<file path="config.mk">
export PLATFORM = sky130hd
export DESIGN_NAME = icf_ctrl
export DESIGN_NICKNAME = d
export VERILOG_FILES = /design/src/hdl/icf_pkg.sv /design/src/hdl/icf_ctrl.sv
export SDC_FILE = /design/constraint.sdc
export NUM_CORES = 1
export LEC_CHECK = 0
export BUFFER_PORTS_ARGS = -buffer_cell sky130_fd_sc_hd__buf_2
export CAP_MARGIN = 40
export CORE_AREA = 2 2 39 41
export DETAILED_ROUTE_END_ITERATION = 7
export DIE_AREA = 0 0 41 43
export PLACE_DENSITY = 0.41
export SETUP_SLACK_MARGIN = 0.05
export SLEW_MARGIN = 20
export SYNTH_ARGS = -nofsm -noshare
export SYNTH_HDL_FRONTEND = slang
export SYNTH_SLANG_ARGS = --single-unit
</file>
<file path="constraint.sdc">
create_clock -name clk -period 1.45 [get_ports clk]
set_clock_uncertainty 0.1 [all_clocks]
set_input_delay 0.2175 -clock clk [delete_from_list [all_inputs] [get_ports clk]]
set_output_delay 0.2175 -clock clk [all_outputs]
set_load 0.02 [all_outputs]
</file>
<file path="src/hdl/icf_pkg.sv">
// Shared types and constants of the convolution filter
package icf_pkg;

  localparam int DEF_MAX_KERNEL = 11;
  localparam int DEF_MAX_WIDTH  = 1024;
  localparam int MAX_HEIGHT     = 4096;
  localparam int WEIGHT_BITS    = 16;
  localparam int FRAC_BITS      = 8;
  localparam int PIX_BITS       = 8;
  localparam int PIX_MAX        = 255;
  localparam int ROW_BITS       = 12;
  localparam int COL_BITS       = 10;
  localparam int KSZ_BITS       = 4;
  localparam int WID_BITS       = 11;
  localparam int HGT_BITS       = 13;
  localparam int COORD_BITS     = 14;
  localparam int ACC_BITS       = 32;
  localparam int PROD_BITS      = WEIGHT_BITS + PIX_BITS + 1;
  localparam int TDATA_BITS     = 32;
  localparam int CIDX_BITS      = 2;

  typedef enum logic [1:0] {
    FUNC_LOAD  = 2'd0,
    FUNC_PIXEL = 2'd1,
    FUNC_DRAIN = 2'd2,
    FUNC_NONE  = 2'd3
  } func_t;

  localparam logic [CIDX_BITS-1:0] CFG_KERNEL = 2'd0;
  localparam logic [CIDX_BITS-1:0] CFG_WIDTH  = 2'd1;
  localparam logic [CIDX_BITS-1:0] CFG_HEIGHT = 2'd2;

  typedef enum logic [2:0] {
    ST_IDLE,
    ST_UPDATE,
    ST_CHECK,
    ST_PREP,
    ST_TAP,
    ST_FLUSH,
    ST_FINISH
  } state_t;

  typedef struct packed {
    logic accept;
    logic update;
    logic check;
    logic prep;
    logic tap_step;
    logic finish;
  } icf_cmd_t;

  typedef struct packed {
    func_t func;
    logic  ready_hit;
    logic  tap_last;
    logic  pipe_busy;
    logic  out_free;
  } icf_status_t;

endpackage

</file>
<file path="src/hdl/icf_ctrl.sv">
// Sequencer of the convolution filter: item intake, window walk, result hand-off
module icf_ctrl import icf_pkg::*; (
  input  logic        clk,
  input  logic        rst,
  input  logic        s_tvalid,
  output logic        s_tready,
  input  logic        cfg_valid,
  output logic        cfg_ready,
  input  icf_status_t status,
  output icf_cmd_t    cmd
);

  state_t state, state_next;

  always_ff @(posedge clk) begin
    if (rst) begin
      state <= ST_IDLE;
    end else begin
      state <= state_next;
    end
  end

  always_comb begin
    state_next = state;
    case (state)
      ST_IDLE: begin
        if (s_tvalid && !cfg_valid) state_next = ST_UPDATE;
      end
      ST_UPDATE: begin
        if (status.func == FUNC_PIXEL || status.func == FUNC_DRAIN) state_next = ST_CHECK;
        else state_next = ST_IDLE;
      end
      ST_CHECK: begin
        state_next = status.ready_hit ? ST_PREP : ST_IDLE;
      end
      ST_PREP: begin
        state_next = ST_TAP;
      end
      ST_TAP: begin
        if (status.tap_last) state_next = ST_FLUSH;
      end
      ST_FLUSH: begin
        if (!status.pipe_busy) state_next = ST_FINISH;
      end
      ST_FINISH: begin
        if (status.out_free) state_next = ST_IDLE;
      end
      default: state_next = ST_IDLE;
    endcase
  end

  always_comb begin
    s_tready     = (state == ST_IDLE) && !cfg_valid;
    cfg_ready    = (state == ST_IDLE);
    cmd.accept   = (state == ST_IDLE) && s_tvalid && !cfg_valid;
    cmd.update   = (state == ST_UPDATE);
    cmd.check    = (state == ST_CHECK);
    cmd.prep     = (state == ST_PREP);
    cmd.tap_step = (state == ST_TAP);
    cmd.finish   = (state == ST_FINISH) && status.out_free;
  end

endmodule

</file>
==> impl_results.md <==
* Critical path launch point type: flop
* Tcrit/Tclk final at 94.51%
* Total track usage at 9.127%
* Biggest register: state
* Max-Cap Viols at 0
* Global-route wire length before repair at 1069 µm
* Mean Syn Cell Area at between 7 and 8 µm²
* Clock slew at reported path FFs at 0.04 ns
* HP Class: in2reg
* CTS root buf: clkbuf_4
* Crit Path Max Fanout at 10
* Num CTS Buffers at 3
* Drt first-iter violations at 5
* Routed via count at 348
* Vert. Die Dim at 43 µm
* Fin util at around 34%
* Width of the die at 41 µm
* Share of cells above drive strength 1 at 54.84%
* Largest net degree at the start of global routing at 15
* Number of clock sinks at 3
* Area delta synth->final at 72.15%
* Top cells by area, synth: dfxtp_1, nor2_1, nand2_1
* Number of I/O pins at 18
* Die area at 0.001763 mm²
* Hold Slack at about 0.08 ns
* Final setup vio count at 0
* Residual DRC at 0
* Status: finished, final reports clean
* Synth top area share at 21.92%
* Pre-antenna DRT Iters at 3
* Measured slew at the worst slew-check pin at 0.2910 ns
* HPWL Detailed at 511.8 µm
* Power Density at 618.0 mW/mm²
* Diode count at 0
* Synth Instances at 39
* Netlist Area Pre-Place at around 270 µm²
* GP Congestion at 0.6484
* Required time of the critical path at 1.13 ns
* Tmin final at 1.370 ns
* Hold-fix buffers, CTS at 0
* Fmax at 729.7 MHz
* WL/cell at ~9.6 µm
* Worst skew pair latency at 0.23 ns
* Vias per inst at 4.462
* Flops & latches, synth at 3
* Maximum vdd drop at 328.1 µV
* Post-Syn Nets at ~50
* P_leak at ~0.21 nW
* ANT nets after route at 0
* CTS tree: built
* Bufs on Longest Clock Path at 2
* RSZ-0062 raised after global routing: yes
* Distinct cells, synth at 23
* Initial Utilization at roughly a fifth
* Crit path capture type: primary output
* FP Rows at 14
* Total chip power at between 0.2 and 0.3 mW
* Register area share after synthesis at 21.92%
* Crit path kind: reg2out
* Final TNS setup at 0 ns
* CP arrival at 1.05 ns
* PortBufs at 17
* Core Area at 0.001384 mm²
* Max Transition Viols Final at 0
* Final hold violation count at 0
* # fillers at 158
* Initial antenna violation count at 0
* Max reg flops at 3
* Syn. warnings at 0
* Remaining global-route overflow at 0
* Post-synth top area cell: dfxtp_1
* Total wire length at 746 µm
* H-tree depth at 1
* Max-slew headroom at 80.29%
* Nets at 73
* Vias in the first global route at 285
* Largest registers: state (3)
synthesized netlist by cell type:
cell type  number
xnor2_1         1
o311ai_1        1
buf_2           1
o21ai_1         2
nor4bb_1        1
nand2b_1        2
buf_6           1
a31oi_1         1
nand3_1         1
a21oi_1         1
and2_1          1
nor4_1          2
a22oi_1         1
o21ai_0         1
nor3b_1         1
nor2_1          7
nand2_1         6
a21oi_2         1
nor4_2          1
buf_4           1
dfxtp_1         3
nor3_1          1
mux2i_1         1
through the flow:
stage                     setup slack (ns)  instances  area (µm²)
after CTS                         0.002589         74       392.9
final                              0.07960         78       471.7
after global routing              0.002831         78       471.7
after global placement             0.05798         70       362.8
after floorplan                   -0.06495         39       274.0
after detailed placement            0.1021         70       362.8
where the power goes:
| part | total (mW) | switching (mW) | internal (mW) |
|---|---|---|---|
| combinational | 0.0616 | 0.0296 | 0.0319 |
| clock | 0.143 | 0.0404 | 0.103 |
| sequential | 0.0866 | 0.00635 | 0.0803 |
logic make-up after synthesis:
group	count (synthesis)	synth area share (%)
AO/OA/AOI/OAI	8	18.72
XOR/XNOR	1	3.197
buffers and inverters	3	8.675
flip-flops	3	21.92
multiplexers	1	3.653
AND/OR/NAND/NOR	23	43.83
routing by layer:
layer  share of wire (%)  track usage, %  up-vias
met4                   0           10.00        0
li1                    -               -      184
met5                   0               0        -
met3                 8.3           1.571        0
met1                  47           11.86      151
met2                  44           11.25       13
path summary, 6_finish.rpt:
path | startpoint | endpoint | slack, ns | cells past startpoint
worst max-delay path | state[2] | cmd[5] | 0.08 | 2
worst min register to register | state[2] | state[2] | 0.51 | 2
worst max register to register | state[2] | state[1] | 0.26 | 5
worst min-delay path | rst | state[0] | 0.08 | 2
worst max-delay path, stage by stage, from the launching register on:
cell and delay [ns]:
dfxtp_4 0.38, nor4_4 0.27, buf_4 0.17
final cells by class:
| class | count | area, µm² | share of cell area [%] |
|---|---|---|---|
| flip-flops and latches | 3 | 71.32 | 15.12 |
| multi-input cells | 33 | 221.5 | 46.95 |
| well taps | 16 | 20.02 | 4.244 |
| clock buffers | 4 | 26.28 | 5.570 |
| repair buffers | 22 | 132.6 | 28.12 |
repair_timing:
item,4_1_cts,5_1_grt
buffers inserted,0,4
pin swaps,1,0
endpoints found under the setup margin,7,6
resized for setup,3,13
endpoints found under the hold margin,0,0
cell usage in the layout, fill, tap and decap left out, types with 2 or more instances in the layout:
| cell | n |
|---|---|
| buf_2 | 13 |
| nand2_1 | 6 |
| buf_4 | 9 |
| clkbuf_4 | 3 |
| nor4_2 | 2 |
| o21ai_1 | 2 |
| nor2_1 | 5 |
| nand2b_1 | 2 |
| dfxtp_4 | 3 |
Note: power is estimated with default switching activity, not from simulation.
